`config.mk`:
```
export PLATFORM = sky130hd
export DESIGN_NAME = keystream_byte_decrypt_core
export DESIGN_NICKNAME = d
export VERILOG_FILES = /design/src/sv/kbd_pkg.sv /design/src/sv/keystream_byte_decrypt_core.sv
export VERILOG_INCLUDE_DIRS = /design/src /design/src/sv
export SDC_FILE = /design/constraint.sdc
export NUM_CORES = 1
export LEC_CHECK = 0
export BUFFER_PORTS_ARGS = -buffer_cell sky130_fd_sc_hd__buf_2
export CORE_MARGIN = 1.5
export CORE_UTILIZATION = 55
export DETAILED_ROUTE_END_ITERATION = 12
export GPL_ROUTABILITY_DRIVEN = 1
export PLACE_DENSITY = 0.74
export SLEW_MARGIN = 30
export SYNTH_ARGS = -nofsm -noshare
export SYNTH_HDL_FRONTEND = slang
export SYNTH_SLANG_ARGS = --single-unit
export TNS_END_PERCENT = 10
```
`constraint.sdc`:
```
create_clock -name clk -period 24.4 [get_ports clk]
set_clock_uncertainty 0.15 [all_clocks]
set_input_delay 2.44 -clock clk [delete_from_list [all_inputs] [get_ports clk]]
set_output_delay 2.44 -clock clk [all_outputs]
set_load 0.02 [all_outputs]
```
`src/sv/keystream_byte_decrypt_core_assert.svh`:
```
// assertion macros for the keystream byte decrypt core
`ifndef KEYSTREAM_BYTE_DECRYPT_CORE_ASSERT_SVH
`define KEYSTREAM_BYTE_DECRYPT_CORE_ASSERT_SVH

// clocked check, off while reset is asserted
`define KBD_ASSERT(label, prop, msg) \
	label: assert property (@(posedge clk) disable iff (!arst_n) prop) else $error(msg);

// clocked check that also holds through reset
`define KBD_ASSERT_ALWAYS(label, prop, msg) \
	label: assert property (@(posedge clk) prop) else $error(msg);

`endif

```
`src/sv/kbd_pkg.sv`:
```
// shared types and constants of the keystream byte decrypt core
package kbd_pkg;

	localparam int unsigned KEY_W  = 32;
	localparam int unsigned HALF_W = 16;
	localparam int unsigned BYTE_W = 8;
	localparam int unsigned CFG_W  = 32;
	localparam int unsigned IDX_W  = 2;

	localparam logic [14:0] MUL_A = 15'd20021;
	localparam logic [8:0]  MUL_B = 9'd346;

	typedef enum logic [IDX_W-1:0] {
		REG_SEED_KEY     = 2'd0,
		REG_MAGIC_FIRST  = 2'd1,
		REG_MAGIC_SECOND = 2'd2
	} reg_idx_t;

	typedef struct packed {
		logic [BYTE_W-1:0] cipher_byte;
		logic              last_byte;
	} in_req_t;

	typedef struct packed {
		logic [BYTE_W-1:0] plain_byte;
		logic [BYTE_W-1:0] sum_so_far;
		logic [BYTE_W-1:0] xor_so_far;
		logic              end_of_buffer;
	} out_req_t;

endpackage

```
`src/sv/keystream_byte_decrypt_core.sv`:
```
// keystream byte decrypt core: key recurrence, byte decrypt and running checks
//
// usage
//   in channel  : in_valid / in_ready / in_data, one ciphertext byte per request,
//                 with last_byte marking the final byte of a buffer
//   out channel : out_valid / out_ready / out_data, exactly one result per request:
//                 plaintext byte, running sum, running xor, end-of-buffer flag
//   cfg port    : cfg_write / cfg_index / cfg_data, single-cycle writes of the
//                 seed key and the two magic bytes; index 3 is ignored
// result register and throughput
//   a result is loaded into the output register by the edge that takes its request
//   one request per cycle while the output is not stalled; the key step (three constant
//   multiplies and three adds into the key register) is combinational
// reset
//   all registers but the result payload reset, the next request starts a buffer from
//   seed_key; a seed written before the first byte of a buffer is used by that buffer
// stalls
//   while a result waits and out_ready is low it holds and in_ready drops; a request is
//   still taken in the same cycle the held result drains
module keystream_byte_decrypt_core (
	input  logic                          clk,
	input  logic                          arst_n,
	input  logic                          in_valid,
	output logic                          in_ready,
	input  kbd_pkg::in_req_t              in_data,
	output logic                          out_valid,
	input  logic                          out_ready,
	output kbd_pkg::out_req_t             out_data,
	input  logic                          cfg_write,
	input  logic [kbd_pkg::IDX_W-1:0]     cfg_index,
	input  logic [kbd_pkg::CFG_W-1:0]     cfg_data
);
	import kbd_pkg::*;

	// configuration registers
	logic [KEY_W-1:0]  seed_q;
	logic [BYTE_W-1:0] magic_first_q;
	logic [BYTE_W-1:0] magic_second_q;

	// buffer state
	logic [KEY_W-1:0]  key_q;
	logic [BYTE_W-1:0] sum_q;
	logic [BYTE_W-1:0] xor_q;
	logic              at_start_q;

	// output register
	logic     out_valid_q;
	out_req_t out_data_q;

	logic              in_acc;
	logic [KEY_W-1:0]  cur_key;
	logic [BYTE_W-1:0] cur_sum;
	logic [BYTE_W-1:0] cur_xor;
	logic [KEY_W-1:0]  lo_prod;
	logic [KEY_W-1:0]  hi_word;
	logic [KEY_W-1:0]  hi_prod;
	logic [KEY_W-1:0]  mix_prod;
	logic [KEY_W-1:0]  hi_sum;
	logic [HALF_W-1:0] hi_half;
	logic [KEY_W-1:0]  next_key;
	logic [BYTE_W-1:0] ks_byte;
	logic [BYTE_W-1:0] plain;
	logic [BYTE_W-1:0] new_sum;
	logic [BYTE_W-1:0] new_xor;

	// result register drains or is empty -> room for a new request
	assign in_ready  = !out_valid_q || out_ready;
	assign in_acc    = in_valid && in_ready;
	assign out_valid = out_valid_q;
	assign out_data  = out_data_q;

	// a new buffer starts from the seed with cleared checks
	assign cur_key = at_start_q ? seed_q : key_q;
	assign cur_sum = at_start_q ? '0 : sum_q;
	assign cur_xor = at_start_q ? '0 : xor_q;

	// key step, all modulo 2^32
	assign lo_prod  = {{HALF_W{1'b0}}, cur_key[HALF_W-1:0]} * {{(KEY_W-15){1'b0}}, MUL_A};
	assign hi_word  = {magic_second_q, magic_first_q, cur_key[KEY_W-1:HALF_W]};
	assign hi_prod  = hi_word * {{(KEY_W-15){1'b0}}, MUL_A};
	assign mix_prod = cur_key * {{(KEY_W-9){1'b0}}, MUL_B};
	assign hi_sum   = hi_prod + mix_prod + {{HALF_W{1'b0}}, lo_prod[KEY_W-1:HALF_W]};
	assign hi_half  = hi_sum[HALF_W-1:0];
	assign next_key = {hi_half, lo_prod[HALF_W-1:0]} + {{(KEY_W-1){1'b0}}, 1'b1};

	// keystream byte is the low byte of the upper half (bit 15 masked off anyway)
	assign ks_byte = hi_half[BYTE_W-1:0];
	assign plain   = in_data.cipher_byte - ks_byte;
	assign new_sum = cur_sum + plain;
	assign new_xor = cur_xor ^ plain;

	// configuration writes
	always_ff @(posedge clk or negedge arst_n) begin
		if (!arst_n) begin
			seed_q         <= '0;
			magic_first_q  <= '0;
			magic_second_q <= '0;
		end else if (cfg_write) begin
			case (cfg_index)
				REG_SEED_KEY:     seed_q         <= cfg_data;
				REG_MAGIC_FIRST:  magic_first_q  <= cfg_data[BYTE_W-1:0];
				REG_MAGIC_SECOND: magic_second_q <= cfg_data[BYTE_W-1:0];
				default: ;
			endcase
		end
	end

	// buffer state: key and running checks advance per request
	always_ff @(posedge clk or negedge arst_n) begin
		if (!arst_n) begin
			key_q      <= '0;
			sum_q      <= '0;
			xor_q      <= '0;
			at_start_q <= 1'b1;
		end else if (in_acc) begin
			key_q      <= next_key;
			sum_q      <= new_sum;
			xor_q      <= new_xor;
			// last byte: reload from the seed on the next request
			at_start_q <= in_data.last_byte;
		end
	end

	// result register
	always_ff @(posedge clk or negedge arst_n) begin
		if (!arst_n) begin
			out_valid_q <= 1'b0;
		end else if (in_ready) begin
			out_valid_q <= in_valid;
		end
	end

	// payload, no reset needed
	always_ff @(posedge clk) begin
		if (in_acc) begin
			out_data_q.plain_byte    <= plain;
			out_data_q.sum_so_far    <= new_sum;
			out_data_q.xor_so_far    <= new_xor;
			out_data_q.end_of_buffer <= in_data.last_byte;
		end
	end

	`include "keystream_byte_decrypt_core_assert.svh"

	// a taken request always lands in the result register
	`KBD_ASSERT(a_req_to_result, in_acc |=> out_valid_q, "accepted request lost")
	// a last byte makes the next request start a fresh buffer
	`KBD_ASSERT(a_last_restarts, (in_acc && in_data.last_byte) |=> at_start_q, "no restart after last byte")
	// running sum continues from the stored sum within a buffer
	`KBD_ASSERT(a_sum_chain, (in_acc && !at_start_q) |=> (out_data_q.sum_so_far == BYTE_W'($past(sum_q) + out_data_q.plain_byte)), "running sum broken")
	// first result of a buffer carries its own byte as the sum
	`KBD_ASSERT_ALWAYS(a_sum_fresh, (arst_n && in_acc && at_start_q) |=> (!arst_n || out_data_q.sum_so_far == out_data_q.plain_byte), "sum not cleared at buffer start")

endmodule

```
==> metrics, run 1 <==
Worst path slowest cell sky130_fd_sc_hd__a2111oi_0; Cell Rows 48; category of the worst setup path launch point flop; number of flops mapped to enable cells by yosys 25; most frequent cell after synthesis sky130_fd_sc_hd__inv_1; Peak Freq between 80 and 90 MHz; Crit Reg-Reg Endpoint sum_q[7]; clock network latency to the later pin of the worst-skew pair approximately 0.35 ns; height of the die around 140 microns; detail-routed net length per standard cell 16.03 microns; Detail Route Antenna Nets 0; core outline area between 0.015 and 0.02 sq mm; clock tree from TritonCTS done; Met3 Wirelength roughly 970 microns; number of maximum-capacitance violations 0; Seq/Total Area, Yosys 0.2425; detailed-routed wire length on met2 9.930 mm; critical path endpoint category flop; Root Buffer sky130_fd_sc_hd__clkbuf_16; drt first-iter violations around 350; Final #Nets around 1300; number of global-route vias before repair about 6900; total congestion overflow after global routing 0; I/O pins 75; pin count of the biggest net entering global routing between 60 and 70; final setup fails 0; TritonCTS Buffers 9; share of the synthesized area in the top cell type 0.1944; buffers inserted during post-CTS setup optimization 0; uppermost signal routing layer after detailed routing met4; final standard cell count with taps included and fillers excluded roughly 1300; share of async-settable or async-resettable flops after synthesis 0.7253; die area around 0.019 sq mm; Rel. slew slack 0.3631; count of pins over their slew limit 0; overall die width 137.2 microns; unrepaired setup endpoints after global routing false; # placed instances about 1300; global-route total usage across every layer 0.2348; via count of the routed design just under 7000; kind of critical path reg2reg; Gate Count Post-Synth 992; final wirelength 20.62 mm; CTS Buffer Depth 2; Worst Max-Slew Pin Slew 0.9540 ns; biggest area contributors in the synthesized netlist sky130_fd_sc_hd__ha_1 19%, sky130_fd_sc_hd__dfrtp_1 16%, sky130_fd_sc_hd__fa_1 16%; cell taking the most area after synthesis sky130_fd_sc_hd__ha_1; Clock Sink Count between 90 and 100; number of antenna violations at the first check in global routing 0; run status finished clean; synthesis-to-finish area growth 9.002%; Total Neg Setup Slack 0 ns; CP Data Required Time 24.48 ns; antenna fix cells 0; period utilisation layout 0.4953; Finished Core Util 0.6181; TritonRoute pass-1 iters 5; start point of the critical path at_start_q; Mapped Nets between 1000 and 1500; Most used DFF post-synth sky130_fd_sc_hd__dfrtp_1; top cell types by occurrence after synthesis 216 x sky130_fd_sc_hd__inv_1, 154 x sky130_fd_sc_hd__ha_1, 81 x sky130_fd_sc_hd__nand2_1, 80 x sky130_fd_sc_hd__fa_1, 65 x sky130_fd_sc_hd__dfrtp_1; type of the worst min-delay path reg2reg; worst reg2reg startpoint at_start_q; vias per inst 5.317; global-route wire length before repair around 34 mm; largest stage delay on the critical path between 0.5 and 0.6 ns; share of layout cells above drive strength 1 0.1131; post-synth design cell area between 0.009 and 0.01 sq mm; number of synthesized register bits between 90 and 100; CP Capture Point sum_q[7]; Min Clock Period, post-route ~12 ns; DRC 0; effective utilization at floorplan 0.5671; H-tree levels 3; final hold violation count 0; global placer's final weighted congestion about 0.88; Distinct cells, synth 70; Most common cell on crit path sky130_fd_sc_hd__inv_1; # port buffers between 60 and 70; Hold Crit Depth 2; arrival time of data at the critical path endpoint 12.17 ns; post-detailed-placement half-perimeter wirelength 16.34 mm; clock-pin slew of the registers on the worst-case setup and hold paths about 0.070 ns; Hold Slack 0.3166 ns; PostCTS Resize Cnt 0; register-to-register path setup slack around 12 ns; wire length on met1 9.386 mm; synthesized area divided by synthesized cell count approximately 10 sq um; Yosys warnings 0; Worst Reg2Reg Path Length in Cells 42; critical-path maximum fanout 46; Hold-fix buffers, CTS 0
## cells by family after synthesis
group	count (synthesis)	share of synthesized area
multiplexers	57	0.06312
AND/OR/NAND/NOR	185	0.09065
buffers and inverters	234	0.08900
adder cells (fa/ha/maj)	234	0.3560
XOR/XNOR	82	0.07890
AO/OA/AOI/OAI	109	0.07979
flip-flops	91	0.2425
## worst max-delay path: cells and delay by family, from the launching register on
| family | cells | cell delay, ns |
|---|---|---|
| and+or+nand+nor | 1 | 0.22 |
| adders and majority gates | 14 | 5.52 |
| AOI/OAI and AO/OA | 8 | 2.23 |
| muxes | 2 | 0.84 |
| buffers and inverters | 13 | 1.52 |
| DFF | 1 | 0.52 |
| xor gates and xnor gates | 4 | 0.92 |
## worst min path at each step
stage,start,end,slack (ns)
CTS,sum_q[3],sum_q[3],0.32
global route,sum_q[0],sum_q[0],0.36
finish,xor_q[1],xor_q[1],0.32
floorplan,sum_q[0],sum_q[0],0.29
detailed placement,sum_q[3],sum_q[3],0.30
global placement,xor_q[0],xor_q[0],0.30
## state kept, by name, summed over array words and instances (netlist names)
name        count
out_valid       1
sum_q           8
out_data       25
seed_q         24
at_start_q      1
key_q          24
xor_q           8
## cells in the final DEF, fill, tap and decap left out, types with 8 or more instances in the layout
cell type	n
sky130_fd_sc_hd__inv_1	216
sky130_fd_sc_hd__ha_1	154
sky130_fd_sc_hd__nand2_1	80
sky130_fd_sc_hd__fa_1	80
sky130_fd_sc_hd__buf_2	66
sky130_fd_sc_hd__dfrtp_1	65
sky130_fd_sc_hd__xnor2_1	57
sky130_fd_sc_hd__nor2_1	29
sky130_fd_sc_hd__edfxtp_1	25
sky130_fd_sc_hd__mux2_1	23
sky130_fd_sc_hd__nor2b_1	20
sky130_fd_sc_hd__o21ai_1	20
sky130_fd_sc_hd__xor2_1	20
sky130_fd_sc_hd__a21oi_1	18
sky130_fd_sc_hd__mux2_2	17
sky130_fd_sc_hd__mux2i_1	16
sky130_fd_sc_hd__a21o_1	11
sky130_fd_sc_hd__nand2b_1	11
sky130_fd_sc_hd__nor3_1	11
sky130_fd_sc_hd__nand3_1	10
sky130_fd_sc_hd__o21ai_0	10
sky130_fd_sc_hd__clkbuf_16	9
sky130_fd_sc_hd__o21a_1	8
## cell type report
class / count / area [sq um]
clock buffer: 9 / 225.2
clock inverter: 7 / 81.33
fill: 1447 / 6674
inverter: 217 / 814.5
multi-input combinational: 667 / 6633
sequential: 91 / 2404
tap: 225 / 281.5
timing repair buffer: 70 / 364.1
## routing by layer
layer	GRT usage	vias to the layer above
li1	-	3347
met1	0.3146	3299
met2	0.4017	168
met3	0.03422	24
met4	0.05789	0
met5	0	-
## stage by stage
step	cell area, sq um	setup slack, ns
floorplan	9911	13.10
global placement	10490	12.57
detailed placement	10490	12.54
CTS	10800	12.46
global route	10800	11.80
finish	10800	12.31
Power of run 1 is not shown: default switching activity piles up to over one toggle a cycle in this logic, so the estimate is an artifact.
==> inputs of run 2 (changes only) <==
--- a/config.mk
+++ b/config.mk
@@ -11,7 +11,7 @@
 export CORE_UTILIZATION = 55
 export DETAILED_ROUTE_END_ITERATION = 12
 export GPL_ROUTABILITY_DRIVEN = 1
-export PLACE_DENSITY = 0.74
+export PLACE_DENSITY = 0.77
 export SLEW_MARGIN = 30
 export SYNTH_ARGS = -nofsm -noshare
 export SYNTH_HDL_FRONTEND = slang
==> constraint.sdc (replaced) <==
create_clock -name clk -period 10.4 [get_ports clk]
set_clock_uncertainty 0.15 [all_clocks]
set_input_delay 1.04 -clock clk [delete_from_list [all_inputs] [get_ports clk]]
set_output_delay 1.04 -clock clk [all_outputs]
set_load 0.02 [all_outputs]
==> run 2 against run 1 <==
Via count up 9.3%. Clock-buffer cell count did not move. Final area is 14% higher. Sequential share of layout area decreased by 2.7 points. Sequential cell count is the same. Cell count is 8.5% higher. Utilization grew 8.8 points. Worst setup slack got worse by 12 ns. Global-route usage is 1.6 points higher. Highest routed layer unchanged.
==> metrics, run 2 (synthesis gave the netlist of run 1 again) <==
start point of the critical path at_start_q (unchanged); Worst Reg2Reg Path Length in Cells 42 (unchanged); hold wc startpoint xor_q[1] (unchanged); WHS Endpoint xor_q[1] (unchanged); core outline area 0.01748 sq mm (unchanged); H-tree levels 3 (unchanged); run status finished clean (unchanged); Worst Path Buf+Inv 12 (was 13); final wirelength 23.49 mm (was 20.62 mm); clock tree from TritonCTS done (unchanged); final worst setup slack 0.2760 ns (was 12.31 ns); TritonRoute pass-1 iters 5 (unchanged); type of the worst min-delay path reg2reg (unchanged); commonest non-fill, non-tap cell in the layout sky130_fd_sc_hd__inv_1 (unchanged); final hold violation count 0 (unchanged); DRC 0 (unchanged); Filler cells 1178 (was 1447); drt first-iter violations 293 (was 347); Cell Rows 48 (unchanged); final setup fails 0 (unchanged); total congestion overflow after global routing 0 (unchanged); global-route total usage across every layer 0.2509 (was 0.2348); Detail Route Antenna Nets 0 (unchanged); kind of critical path reg2reg (unchanged); Peak Freq 98.78 MHz (was 82.74 MHz); clock-pin slew of the registers on the worst-case setup and hold paths 0.07 ns (about the same); period utilisation layout 0.9735 (was 0.4953); height of the die 137.2 microns (unchanged); area of all placed cells without fillers 0.01234 sq mm (was 0.01080 sq mm); pin count of the biggest net entering global routing 67 (unchanged); post-detailed-placement half-perimeter wirelength 17.95 mm (was 16.34 mm); antenna fix cells 0 (unchanged); I/O pins 75 (unchanged); category of the worst setup path launch point flop (unchanged); Min Clock Period, post-route 10.12 ns (was 12.09 ns); share of layout cells above drive strength 1 0.2650 (was 0.1131); Crit Reg-Reg Endpoint sum_q[7] (unchanged); global placer's final weighted congestion 0.9214 (was 0.8835); largest stage delay on the critical path 0.65 ns (was 0.58 ns); # port buffers 66 (unchanged); Root Buffer sky130_fd_sc_hd__clkbuf_16 (unchanged); vias per inst 5.360 (was 5.317); synthesis-to-finish area growth 24.54% (was 9.002%); cell type group with the largest total delay on the critical path adder cells (unchanged); Hold-fix buffers, CTS 0 (unchanged); number of global-route vias before repair 7567 (was 6897); effective utilization at floorplan 0.5671 (unchanged); via count of the routed design 7477 (was 6838); overall die width 137.2 microns (unchanged); critical path endpoint category flop (unchanged); Final #Nets 1447 (was 1338); top library cells by usage in the layout, fill and taps aside 199 x sky130_fd_sc_hd__inv_1, 130 x sky130_fd_sc_hd__ha_1, 101 x sky130_fd_sc_hd__buf_4 (was 216 x sky130_fd_sc_hd__inv_1, 154 x sky130_fd_sc_hd__ha_1, 80 x sky130_fd_sc_hd__nand2_1, 80 x sky130_fd_sc_hd__fa_1, 66 x sky130_fd_sc_hd__buf_2); count of pins over their slew limit 0 (unchanged); Rel. slew slack 0.4301 (was 0.3631); number of flip-flops under the largest register name 25 (unchanged); detail-routed net length per standard cell 16.84 microns (was 16.03 microns); number of maximum-capacitance violations 0 (unchanged); worst reg2reg startpoint at_start_q (unchanged); global-route wire length before repair 36.16 mm (was 33.64 mm); register-to-register path setup slack 0.28 ns (was 12.31 ns); clock network latency to the later pin of the worst-skew pair 0.35 ns (about the same); Worst path slowest cell sky130_fd_sc_hd__dfstp_4 (was sky130_fd_sc_hd__a2111oi_0); CP Data Required Time 10.48 ns (was 24.48 ns); TritonCTS Buffers 9 (unchanged); arrival time of data at the critical path endpoint 10.21 ns (was 12.17 ns); Hold Crit Depth 2 (unchanged); Clock Sink Count 91 (unchanged); die area 0.01883 sq mm (unchanged); Worst Max-Slew Pin Slew 0.8549 ns (was 0.9540 ns); CTS Buffer Depth 2 (unchanged); critical-path maximum fanout 4 (was 46); placed inst area 0.01126 sq mm (was 0.01049 sq mm); pre-CTS worst setup slack -0.3397 ns (was 12.54 ns); Most common cell on crit path sky130_fd_sc_hd__fa_1 (was sky130_fd_sc_hd__inv_1); number of antenna violations at the first check in global routing 0 (unchanged)
run 2: cell types whose count changed in the layout (fill, tap and decap cells not counted), moves of 7 or more:
cell,previous run,this run
sky130_fd_sc_hd__ha_4,0,21
sky130_fd_sc_hd__mux2i_1,16,9
sky130_fd_sc_hd__ha_1,154,130
sky130_fd_sc_hd__mux2i_4,0,7
sky130_fd_sc_hd__inv_2,1,15
sky130_fd_sc_hd__inv_1,216,199
sky130_fd_sc_hd__buf_4,3,101
run 2: per-layer routing:
layer / track usage / share of wire / up-vias
met5: 0 / 0 / -
met4: 0.06725 / 0.021 / 0
met3: 0.03606 / 0.044 / 34
met2: 0.4389 / 0.51 / 164
met1: 0.3262 / 0.43 / 3710
li1: - / - / 3569
run 2: through the flow:
step / setup TNS, ns / hold slack (ns) / std cells / utilization
3_5_place_dp: -0.5972 / 0.3082 / 1353 / 0.6444
4_1_cts: 0 / 0.3229 / 1380 / 0.6735
6_report: 0 / 0.3175 / 1395 / 0.7063
2_1_floorplan: 0 / 0.2879 / 992 / -
5_1_grt: -0.1109 / 0.3482 / 1395 / 0.7063
3_3_place_gp: -0.08691 / 0.2997 / 1353 / 0.6444
run 2: area by class of cell:
class | instances | area [sq um] | share of cell area
Tap cell | 225 | 281.5 | 0.02281
Clock inverter | 7 | 83.83 | 0.006792
Inverter | 217 | 820.8 | 0.06650
Sequential cell | 91 | 2407 | 0.1950
Multi-Input combinational cell | 667 | 7258 | 0.5880
Clock buffer | 9 | 225.2 | 0.01825
Timing Repair Buffer | 179 | 1266 | 0.1026
run 2: worst max-delay path by stage:
stage / to / slack, ns / cells after the start
final: sum_q[7] / 0.28 / 42
after detailed placement: sum_q[7] / -0.34 / 37
after floorplan: sum_q[7] / 0.005 / 43
after CTS: sum_q[7] / 0.01 / 42
after global routing: sum_q[7] / -0.11 / 47
after global placement: sum_q[7] / -0.09 / 37
run 2: worst register-to-register path: cells and delay by family (launching register included):
family	cells	cell delay, ns
buf+inv	12	0.97
fa+ha+maj	14	5.49
simple gates	5	0.50
mux	2	0.60
compound gates	5	0.94
xor+xnor	4	0.72
flops	1	0.65
run 2: what timing repair did:
| action | CTS | global route |
|---|---|---|
| setup buffers | 11 | 16 |
| setup endpoints to repair | 4 | 8 |
| gates resized for setup | 17 | 77 |
| pin swaps | 11 | 62 |
Power of run 2 is left out for the same reason.
